==> src/rtl/core/resistive_touch_coordinate_mapper_assert.svh <==
// Assertion macros for the touch coordinate mapper.
// Used by the top level only; expects a clock named clk and a reset named rst.
`ifndef RESISTIVE_TOUCH_COORDINATE_MAPPER_ASSERT_SVH
`define RESISTIVE_TOUCH_COORDINATE_MAPPER_ASSERT_SVH

// Same-cycle implication, checked out of reset
`define RTCM_ASSERT_NOW(label, ante, cons, msg) \
  label: assert property (@(posedge clk) disable iff (rst) (ante) |-> (cons)) \
    else $error(msg);

// Next-cycle implication, checked out of reset
`define RTCM_ASSERT_NEXT(label, ante, cons, msg) \
  label: assert property (@(posedge clk) disable iff (rst) (ante) |=> (cons)) \
    else $error(msg);

`endif

==> src/rtl/core/rtcm_pkg.sv <==
// Package for the touch coordinate mapper: field widths, screen sizes,
// register indexes, sample kinds and the beat structs. No dependencies.
`timescale 1ns / 1ps
`default_nettype none

package rtcm_pkg;

  localparam int unsigned SAMPLE_W   = 12;
  localparam int unsigned COORD_W    = 16;
  localparam int unsigned SUM_W      = 16;
  localparam int unsigned MODE_W     = 2;
  localparam int unsigned CFG_IDX_W  = 3;
  localparam int unsigned CFG_DATA_W = 12;

  localparam int unsigned OVERSAMPLE = 8;
  localparam int unsigned AVG_SHIFT  = 3;
  localparam int unsigned H_SIZE     = 320;
  localparam int unsigned V_SIZE     = 240;

  // Mapping arithmetic: sizes and span fit 12 bits, quotient stays below 2^12
  localparam int unsigned SIZE_W = 12;
  localparam int unsigned QUO_W  = 12;
  localparam int unsigned NUM_W  = SIZE_W + QUO_W;
  localparam int unsigned CNT_W  = $clog2(OVERSAMPLE + 1);
  localparam int unsigned ITER_W = $clog2(QUO_W + 1);

  localparam logic [COORD_W-1:0] NO_TOUCH_POS = 16'hffff;

  // Sample kinds
  localparam logic [MODE_W-1:0] MODE_DETECT = 2'd0;
  localparam logic [MODE_W-1:0] MODE_X      = 2'd1;
  localparam logic [MODE_W-1:0] MODE_Y      = 2'd2;

  // Register indexes
  localparam logic [CFG_IDX_W-1:0] REG_THRESHOLD = 3'd0;
  localparam logic [CFG_IDX_W-1:0] REG_X_MIN     = 3'd1;
  localparam logic [CFG_IDX_W-1:0] REG_X_MAX     = 3'd2;
  localparam logic [CFG_IDX_W-1:0] REG_Y_MIN     = 3'd3;
  localparam logic [CFG_IDX_W-1:0] REG_Y_MAX     = 3'd4;

  typedef struct packed {
    logic [MODE_W-1:0]   mode;
    logic [SAMPLE_W-1:0] sample;
  } rtcm_in_t;

  typedef struct packed {
    logic               touched;
    logic [COORD_W-1:0] x_pos;
    logic [COORD_W-1:0] y_pos;
  } rtcm_out_t;

endpackage

`default_nettype wire

==> src/rtl/core/resistive_touch_coordinate_mapper.sv <==
// Top level of the touch coordinate mapper: sample accumulation, calibrated
// mapping through one shared restoring divider, and the result register.
// Depends on rtcm_pkg and resistive_touch_coordinate_mapper_assert.svh.
//
// Usage:
//   Input beats (in_valid/in_stall/in_data) carry a sample kind and a 12-bit
//   ADC conversion. A detect sample at or above the threshold yields a
//   no-touch result in the next cycle. A detect sample below it arms the
//   block, which then sums OVERSAMPLE X samples and OVERSAMPLE Y samples,
//   one per cycle while in_stall is low. Samples whose kind does not fit
//   the current phase are dropped. The last sample of each axis starts the
//   mapping: a setup step (offset, compare, constant multiply) and
//   QUO_W = 12 restoring division steps on the shared divider. After the
//   last X beat in_stall stays high through setup and division; after the
//   last Y beat it stays high through setup, division and the emit state,
//   in which the touch result is loaded. When clamping or a degenerate
//   calibration settles the value in setup, the divider is skipped. The
//   block takes no new sample until the mapping of an axis is done; a full
//   touch measurement is made of 1 + 2*OVERSAMPLE samples. Results sit in
//   one output register. While a result waits under out_stall it holds,
//   and in_stall is held high as well. Reset (rst, synchronous) returns to
//   idle, empties the output register and restores the register defaults.
//   Configuration (cfg_write/cfg_index/cfg_data) must be written only while
//   idle; the block itself does not enforce this.
`timescale 1ns / 1ps
`default_nettype none

module resistive_touch_coordinate_mapper (
  input  wire logic                               clk,
  input  wire logic                               rst,
  input  wire logic                               cfg_write,
  input  wire logic [rtcm_pkg::CFG_IDX_W-1:0]     cfg_index,
  input  wire logic [rtcm_pkg::CFG_DATA_W-1:0]    cfg_data,
  input  wire logic                               in_valid,
  output logic                                    in_stall,
  input  wire rtcm_pkg::rtcm_in_t                 in_data,
  output logic                                    out_valid,
  input  wire logic                               out_stall,
  output rtcm_pkg::rtcm_out_t                     out_data
);

  import rtcm_pkg::*;

  `include "resistive_touch_coordinate_mapper_assert.svh"

  typedef enum logic [2:0] {
    PH_IDLE = 3'b001,
    PH_XCOL = 3'b010,
    PH_YCOL = 3'b100
  } phase_t;

  typedef enum logic [3:0] {
    ST_READY = 4'b0001,
    ST_SETUP = 4'b0010,
    ST_DIV   = 4'b0100,
    ST_EMIT  = 4'b1000
  } seq_t;

  localparam logic [CNT_W-1:0]  CNT_DONE  = CNT_W'(OVERSAMPLE);
  localparam logic [ITER_W-1:0] ITER_LAST = ITER_W'(QUO_W - 1);
  localparam logic [SIZE_W-1:0] H_SIZE_V  = SIZE_W'(H_SIZE);
  localparam logic [SIZE_W-1:0] V_SIZE_V  = SIZE_W'(V_SIZE);

  // Configuration registers
  logic [SAMPLE_W-1:0] detect_level;
  logic [SAMPLE_W-1:0] x_cal_min;
  logic [SAMPLE_W-1:0] x_cal_max;
  logic [SAMPLE_W-1:0] y_cal_min;
  logic [SAMPLE_W-1:0] y_cal_max;

  // Control and datapath registers
  phase_t              phase;
  seq_t                st;
  logic [SUM_W-1:0]    sum_acc;
  logic [CNT_W-1:0]    sample_count;
  logic [SUM_W-1:0]    avg;
  logic [COORD_W-1:0]  held_x;
  logic [COORD_W-1:0]  res_y;
  logic [SIZE_W-1:0]   rem;
  logic [SIZE_W-1:0]   den;
  logic [QUO_W-1:0]    num_lo;
  logic [ITER_W-1:0]   iter;

  logic                in_accept;
  logic                out_free;
  logic [SUM_W-1:0]    sum_next;
  logic [CNT_W-1:0]    count_next;
  logic                axis_done;

  logic [SAMPLE_W-1:0] cal_lo;
  logic [SAMPLE_W-1:0] cal_hi;
  logic [SIZE_W-1:0]   axis_size;
  logic [SUM_W-1:0]    offs;
  logic [SIZE_W-1:0]   span;
  logic [NUM_W-1:0]    num;
  logic                special;
  logic [SIZE_W-1:0]   special_val;

  logic [SIZE_W:0]     trial;
  logic                step_ge;
  logic [SIZE_W-1:0]   rem_next;
  logic [QUO_W-1:0]    num_lo_next;

  // Handshake: the output register must be able to take a result next cycle
  assign out_free  = !out_valid || !out_stall;
  assign in_stall  = (st != ST_READY) || (out_valid && out_stall);
  assign in_accept = in_valid && !in_stall;

  // Accumulate one axis sample
  assign sum_next   = sum_acc + SUM_W'(in_data.sample);
  assign count_next = sample_count + CNT_W'(1);
  assign axis_done  = count_next >= CNT_DONE;

  // Setup: select axis calibration and sort out the edge cases
  always_comb begin
    cal_lo    = (phase == PH_XCOL) ? x_cal_min : y_cal_min;
    cal_hi    = (phase == PH_XCOL) ? x_cal_max : y_cal_max;
    axis_size = (phase == PH_XCOL) ? H_SIZE_V : V_SIZE_V;
    offs      = avg - SUM_W'(cal_lo);
    span      = cal_hi - cal_lo;
    num       = NUM_W'(offs[SIZE_W-1:0]) * NUM_W'(axis_size);
    special     = 1'b1;
    special_val = '0;
    if (cal_hi <= cal_lo) begin
      special_val = (avg > SUM_W'(cal_lo)) ? axis_size : '0;
    end else if (avg <= SUM_W'(cal_lo)) begin
      special_val = '0;
    end else if (offs >= SUM_W'(span)) begin
      special_val = axis_size;
    end else begin
      special = 1'b0;
    end
  end

  // One restoring division step
  assign trial       = {rem, num_lo[QUO_W-1]};
  assign step_ge     = trial >= {1'b0, den};
  assign rem_next    = step_ge ? SIZE_W'(trial - {1'b0, den}) : trial[SIZE_W-1:0];
  assign num_lo_next = {num_lo[QUO_W-2:0], step_ge};

  // Configuration writes
  always_ff @(posedge clk) begin
    if (rst) begin
      detect_level <= 12'd2048;
      x_cal_min    <= 12'd0;
      x_cal_max    <= 12'd4095;
      y_cal_min    <= 12'd0;
      y_cal_max    <= 12'd4095;
    end else if (cfg_write) begin
      unique case (cfg_index)
        REG_THRESHOLD: detect_level <= cfg_data;
        REG_X_MIN:     x_cal_min    <= cfg_data;
        REG_X_MAX:     x_cal_max    <= cfg_data;
        REG_Y_MIN:     y_cal_min    <= cfg_data;
        REG_Y_MAX:     y_cal_max    <= cfg_data;
        default: ;
      endcase
    end
  end

  // Sequencer, accumulator and divider
  always_ff @(posedge clk) begin
    if (rst) begin
      phase        <= PH_IDLE;
      st           <= ST_READY;
      sum_acc      <= '0;
      sample_count <= '0;
    end else begin
      unique case (st)
        ST_READY: begin
          if (in_accept) begin
            if (phase == PH_IDLE && in_data.mode == MODE_DETECT &&
                in_data.sample < detect_level) begin
              phase        <= PH_XCOL;
              sum_acc      <= '0;
              sample_count <= '0;
            end else if ((phase == PH_XCOL && in_data.mode == MODE_X) ||
                         (phase == PH_YCOL && in_data.mode == MODE_Y)) begin
              avg <= sum_next >> AVG_SHIFT;
              if (axis_done) begin
                sum_acc      <= '0;
                sample_count <= '0;
                st           <= ST_SETUP;
              end else begin
                sum_acc      <= sum_next;
                sample_count <= count_next;
              end
            end
          end
        end
        ST_SETUP: begin
          rem    <= num[NUM_W-1:QUO_W];
          num_lo <= num[QUO_W-1:0];
          den    <= span;
          iter   <= '0;
          if (special) begin
            if (phase == PH_XCOL) begin
              held_x <= COORD_W'(special_val);
              phase  <= PH_YCOL;
              st     <= ST_READY;
            end else begin
              res_y <= COORD_W'(special_val);
              st    <= ST_EMIT;
            end
          end else begin
            st <= ST_DIV;
          end
        end
        ST_DIV: begin
          rem    <= rem_next;
          num_lo <= num_lo_next;
          iter   <= iter + ITER_W'(1);
          if (iter == ITER_LAST) begin
            if (phase == PH_XCOL) begin
              held_x <= COORD_W'(num_lo_next);
              phase  <= PH_YCOL;
              st     <= ST_READY;
            end else begin
              res_y <= COORD_W'(num_lo_next);
              st    <= ST_EMIT;
            end
          end
        end
        ST_EMIT: begin
          if (out_free) begin
            phase <= PH_IDLE;
            st    <= ST_READY;
          end
        end
        default: st <= ST_READY;
      endcase
    end
  end

  // Result register: load a no-touch or touch beat, drop it once taken
  always_ff @(posedge clk) begin
    if (rst) begin
      out_valid <= 1'b0;
    end else if (st == ST_READY && in_accept && phase == PH_IDLE &&
                 in_data.mode == MODE_DETECT && in_data.sample >= detect_level) begin
      out_valid <= 1'b1;
      out_data  <= '{touched: 1'b0, x_pos: NO_TOUCH_POS, y_pos: NO_TOUCH_POS};
    end else if (st == ST_EMIT && out_free) begin
      out_valid <= 1'b1;
      out_data  <= '{touched: 1'b1, x_pos: held_x, y_pos: res_y};
    end else if (!out_stall) begin
      out_valid <= 1'b0;
    end
  end

  // Checks
  `RTCM_ASSERT_NOW(a_no_touch_pos, out_valid && !out_data.touched,
    out_data.x_pos == NO_TOUCH_POS && out_data.y_pos == NO_TOUCH_POS,
    "no-touch beat with a coordinate")
  `RTCM_ASSERT_NOW(a_touch_in_range, out_valid && out_data.touched,
    out_data.x_pos <= COORD_W'(H_SIZE) && out_data.y_pos <= COORD_W'(V_SIZE),
    "touch coordinate off screen")
  `RTCM_ASSERT_NOW(a_rem_below_den, st == ST_DIV, rem < den,
    "divider remainder not below span")
  `RTCM_ASSERT_NEXT(a_emit_loads, st == ST_EMIT && out_free,
    out_valid && out_data.touched && phase == PH_IDLE,
    "touch result not loaded on emit")

endmodule

`default_nettype wire
==> config.mk <==
export PLATFORM = sky130hd
export DESIGN_NAME = resistive_touch_coordinate_mapper
export DESIGN_NICKNAME = d
export VERILOG_FILES = /design/src/rtl/core/rtcm_pkg.sv /design/src/rtl/core/resistive_touch_coordinate_mapper.sv
export VERILOG_INCLUDE_DIRS = /design/src /design/src/rtl/core
export SDC_FILE = /design/constraint.sdc
export NUM_CORES = 1
export LEC_CHECK = 0
export BUFFER_PORTS_ARGS = -buffer_cell sky130_fd_sc_hd__clkbuf_2
export CAP_MARGIN = 25
export CORE_MARGIN = 5
export CORE_UTILIZATION = 31
export CTS_CLUSTER_DIAMETER = 30
export DETAILED_ROUTE_END_ITERATION = 8
export PLACE_DENSITY_LB_ADDON = 0.15
export SLEW_MARGIN = 25
export SYNTH_ARGS = -nofsm -noshare
export SYNTH_HDL_FRONTEND = slang
export SYNTH_SLANG_ARGS = --single-unit
==> constraint.sdc <==
create_clock -name clk -period 10.8 [get_ports clk]
set_input_delay 2.16 -clock clk [delete_from_list [all_inputs] [get_ports clk]]
set_output_delay 2.16 -clock clk [all_outputs]
set_load 0.01 [all_outputs]
# Yosys cells after proc, flatten, opt, wreduce, memory -nomap -nowiden
# Index checks and enable logic that the tools add are counted.
[op_classes]
add_sub_neg = 6
n_mul = 1
div = 0
magnitude_cmp = 8
eq_ne = 28
n_shift = 0
mux = 50
n_bitwise = 2
reduce_logical = 37
[ops]
columns = ["op", "n"]
rows = [
  ["16-bit 2-to-1 mux", 11],
  ["16-bit one-hot mux with 2 select lines", 2],
  ["12-bit one-hot mux with 2 select lines", 2],
  ["9-bit 2-to-1 mux", 5],
  ["4-bit 2-to-1 mux", 11],
  ["12-bit 2-to-1 mux", 3],
  ["33-bit 2-to-1 mux", 1],
  ["2-bit inequality test (second input constant)", 12],
  ["6-bit AND reduction", 4],
  ["12-bit subtractor", 2],
  ["12-bit by 9-bit multiplier with 21-bit output", 1],
  ["3-bit 2-to-1 mux", 6],
  ["16-bit by 12-bit adder with 16-bit output", 1],
  ["16-bit by 12-bit greater-or-equal comparator with 1-bit output", 1],
  ["4-bit one-hot mux with 4 select lines", 1],
  ["2-bit AND reduction", 8],
  ["13-bit by 12-bit subtractor with 14-bit output", 1],
  ["13-bit by 12-bit greater-or-equal comparator with 1-bit output", 1],
  ["13-bit by 12-bit > comparator with 1-bit output", 1],
  ["13-bit by 12-bit less-or-equal comparator with 1-bit output", 1],
  ["12-bit greater-or-equal comparator", 1],
  ["12-bit less-or-equal comparator", 1],
  ["12-bit < comparator", 1],
  ["3-bit one-hot mux with 4 select lines", 1],
  ["25 further kinds", 53],
]
[word_totals]
regBits = 206
latch_bits = 0
mem_bits_rw = 0
romBits = 0
input_bits = 34
out_inout_bits = 35
wordCells = 152
memories = 0

# Depth between registers and ports, before layout
[depth]
depth_word = 10
depth_mapped = 34
depth_no_buf = 29

# Least setup slack after synthesis
# Ideal clock, no wire load.
[synth_path]
path_type = "register to register"
from = "register phase[2]"
to = "register rem[8] (data pin)"
setup_ns = 0.269
t_arrival_ns = 6.896
required_time_ns = 10.531
path_slack_ns = 3.635
path_stages_with_launch = 31
n_path_buf = 5
synth_period_minus_slack_ns = 7.165
cell_sequence = "dfxtp_1 buf_2 nor3b_4 buf_2 clkbuf_1 buf_1 clkbuf_1 nand2_1 nand2_1 ha_1 inv_1 ha_1 a21oi_1 o31ai_1 maj3_1 a221o_1 a31o_1 a21oi_1 xor2_1 nor2_1 ha_1 fa_1 fa_1 ha_1 ha_1 a21boi_0 o21ai_0 a21oi_1 o41ai_1 xnor2_1 mux2i_1"
[synth_via]
elab_chain_cells = 5
elab_cells_between_ends = 6
cone_classes = "add/sub (1); mul (1); eq/ne (1); mux (3)"
[synth_lines]
columns = ["element", "line", "source"]
rows = [
  ["start, declared", "resistive_touch_coordinate_mapper.sv:72", "phase_t phase;"],
  ["start signal, assigned", "resistive_touch_coordinate_mapper.sv:164", "phase <= PH_IDLE;"],
  ["start signal, assigned", "resistive_touch_coordinate_mapper.sv:174", "phase <= PH_XCOL;"],
  ["start signal, assigned", "resistive_touch_coordinate_mapper.sv:199", "phase <= PH_YCOL;"],
  ["3-bit by 2-bit equality test with 1-bit output *", "resistive_touch_coordinate_mapper.sv:116, resistive_touch_coordinate_mapper.sv:118", ""],
  ["12-bit 2-to-1 mux", "resistive_touch_coordinate_mapper.sv:116", "cal_lo = (phase == PH_XCOL) ? x_cal_min : y_cal_min;"],
  ["13-bit by 12-bit subtractor with 14-bit output", "resistive_touch_coordinate_mapper.sv:119", "offs = avg - SUM_W'(cal_lo);"],
  ["12-bit by 9-bit multiplier with 21-bit output *", "resistive_touch_coordinate_mapper.sv:121", "num = NUM_W'(offs[SIZE_W-1:0]) * NUM_W'(axis_size);"],
  ["12-bit one-hot mux with 2 select lines *", "resistive_touch_coordinate_mapper.sv:169", "unique case (st)"],
  ["end signal, assigned", "resistive_touch_coordinate_mapper.sv:192", "rem <= num[NUM_W-1:QUO_W];"],
  ["end signal, assigned", "resistive_touch_coordinate_mapper.sv:210", "rem <= rem_next;"],
  ["end, declared", "resistive_touch_coordinate_mapper.sv:79", "logic [SIZE_W-1:0] rem;"],
]
# Mark *: on every way between the ends. The rest lies on a longest branch, timed or not.
# A chain may end at the register's enable or synchronous reset.

# Worst setup path after layout
[layout_path]
from = "register phase[1]"
to = "register rem[8] (data pin)"
# The elaborated chain is that of the path after synthesis.

==> qor.yml <==
status: "finished clean"
initial_core_util_pct: 31.2
yosysWarnings: 0
rsz0062_at_grt: "no"
clock_power_share_pct: 37.0
cts-root-buf: "clkbuf_16"
largestRegisters: "out_data x26, sum_acc x16, avg x13"
clock-sinks: 191
switching_share_pct: 28.6
clock_latency_ps: 450
r2r_cells: 26
synthFlopType: "edfxtp_1"
crit_required_ps: 11000
die_area_um2: 43900
h-tree-depth: 4
grt_pass1_wl_mm: 49.9
ios: 69
rows: 73
critical_path_class: "reg -> reg"
fin_crit_sh_pct: 67.3
hp-class: "reg -> reg"
relSlewSlack_pct: 34.1
core_um2: 39500
cp-start-kind: "register"
grt_max_degree: 67
hp-start: "detect_level[1]$_SDFFE_PP0P_"
finish.utilization_pct: 34.9
drt_wl_total_mm: 30.6
cts.clk_slew.worst_paths_ps: 80
synthTopCellsByArea: "edfxtp_1 25%, dfxtp_1 14%, ha_1 11%"
synth_top_area_share_pct: 25.0
regMostFlops: "out_data"
critPathArrivalTime_ps: 7470
synth.distinct_cells: 74
ant_nets: 0
setup_violations: 0
drt_iter0_drc: 415
cts-hold-fix-buffers: 0
p_int_mw: 1.30
pre_cts_ws_ps: 3510
pwr-share-comb_pct: 19.3
area_growth_pct: 11.9
largest_reg_flops: 26
whs_ps: 456
fin_ws_ps: 3530
syn_inst: 1357
drt-pass1-iter-count: 5
synth_edf_count: 103
p_leak_nw: 5.62
fin_tns_setup_ps: 0
place_congestion: 0.868
synth-seq-cells: 191
dr_wl_met3_um: 985
die_w_um: 210
cp_max_fo: 44
diodes: 0
antenna_found_initial: 0
cp-end-kind: "register"
period_minus_slack_ps: 7270
synth-async-reset-ratio_pct: 0
crit_start: "phase[1]$_SDFFE_PP0P_"
cts_tree: "yes"
nets: 1563
vias_per_cell: 4.80
synth_nets: 1525
top_layer_used: "met4"
synth.top_cells.by_count: "205 x nand2_1, 111 x ha_1, 103 x edfxtp_1, 100 x nor2_1, 95 x inv_1"
port_buffers: 68
met1_length_mm: 15.2
die_h_um: 210
whs_endpoint: "detect_level[1]$_SDFFE_PP0P_"
vias: 9286
drc_errors: 0
ys_seq_area_share_pct: 39.3
track_usage_pct: 14.1
grt_pass1_vias: 9152
cts_buffers: 17
overflow: 0
holdPathStages: 2
pwr-share-seq_pct: 43.7
fin_skew_ps: 13.3
regToRegSetupSlack_ps: 3530
fmax_mhz: 138
hold_violations: 0
synth_area_um2: 12400
synth_top_cell_by_area: "edfxtp_1"
p_sw_mw: 0.520
synth.most_common_cell: "nand2_1"
wl_met2_mm: 14.1
post_cts_buffers: 0
drive_gt1_share_pct: 10.2
syn_avg_cell_area_um2: 9.10
r2r-end: "rem[8]$_DFFE_PP_"
tightestPinTransition_ps: 983
post_drt_wl_per_cell_um: 15.9
final_max_slew_viol_count: 0
cts.path.max_buffers: 2
place_hpwl_mm: 23.4
timing.rr.start: "phase[1]$_SDFFE_PP0P_"
cts_resized: 0
drv_cap: 0
ir_drop_mv: 0.113
power_density_nw_per_um2: 132
==> worst max-delay path, cell delays in order, from the launching register on <==
cell and delay, ps:
dfxtp_1 470, or3b_2 470, buf_4 310, a21oi_1 290, xnor2_1 180, ha_1 190
a21oi_1 60, o31ai_1 490, maj3_1 280, a21oi_1 90, xnor2_1 500, xor2_1 210
nor2_1 70, fa_1 470, fa_1 490, ha_1 310, ha_1 340, nor2b_1 140
o21ai_0 190, a21boi_0 130, o21ai_0 240, a21boi_0 140, o21ai_0 220, a21oi_1 130
o41ai_1 330, xnor2_1 160, mux2i_1 90
==> power groups by stage <==
stage	clock [mW]	sequential (mW)	combinational, mW
2_1_floorplan	0	0.808	0.272
3_3_place_gp	0	0.811	0.350
3_5_place_dp	0	0.812	0.353
4_1_cts	0.693	0.795	0.357
5_1_grt	0.722	0.796	0.411
6_report	0.672	0.795	0.351
==> worst max-delay path by stage <==
stage                             to  slack [ps]
floorplan           rem[8]$_DFFE_PP_        3630
global placement    rem[8]$_DFFE_PP_        3740
detailed placement  rem[8]$_DFFE_PP_        3510
CTS                 rem[8]$_DFFE_PP_        3470
global route        rem[8]$_DFFE_PP_        2890
finish              rem[8]$_DFFE_PP_        3530
==> stage by stage <==
stage	instances	instance area, um^2	total power, mW
final	1933	13800	1.82
after detailed placement	1901	13200	1.16
after global placement	1901	13200	1.16
after floorplan	1357	12400	1.08
after CTS	1933	13800	1.84
after global routing	1933	13800	1.93
==> final cells by class <==
type                    count  area, um^2
clock buffers              17         425
clock inverters            15         194
fillers                  4093       25700
inverters                  95         357
multi-input cells        1010        6900
flip-flops and latches    191        4850
well taps                 525         657
repair buffers             80         430
==> routing by layer <==
layer  vias up  global-route usage, %
met2       133                   22.9
met4         0                   3.11
met3        14                   2.77
li1       4794                      -
met1      4345                   19.5
met5         -                      0
==> cells in the final DEF, fill, tap and decap left out, drive strengths merged, types with 8 or more instances in the layout <==
cell type / synthesis / routed
nand3b: 8 / 8
nand2b: 38 / 38
xnor2: 43 / 43
a31oi: 15 / 15
o21ai: 50 / 50
a21boi: 9 / 9
dfxtp: 88 / 88
ha: 111 / 111
or3: 9 / 9
a21o: 24 / 24
a211oi: 8 / 8
clkbuf: 43 / 85
inv: 95 / 104
nor2: 100 / 100
nor3: 21 / 21
nand3: 49 / 49
nand2: 205 / 205
xor2: 26 / 26
and2: 20 / 20
a21oi: 95 / 95
edfxtp: 103 / 103
nand4: 8 / 8
mux2i: 27 / 27
nor2b: 17 / 17
or2: 10 / 10
buf: 18 / 12
fa: 23 / 23
==> cell families (layout without fill, tap and decap cells) <==
group                    count (synthesis)  count (layout)  synth area share (%)
AND/OR/NAND/NOR                        510             510                  19.4
AO/OA/AOI/OAI                          257             257                  13.0
flip-flops                             191             191                  39.3
buffers and inverters                  156             207                  5.03
adder cells (fa/ha/maj)                140             140                  15.5
XOR/XNOR                                69              69                  4.95
multiplexers                            34              34                  2.83
Note: power is estimated with default switching activity, not from simulation.
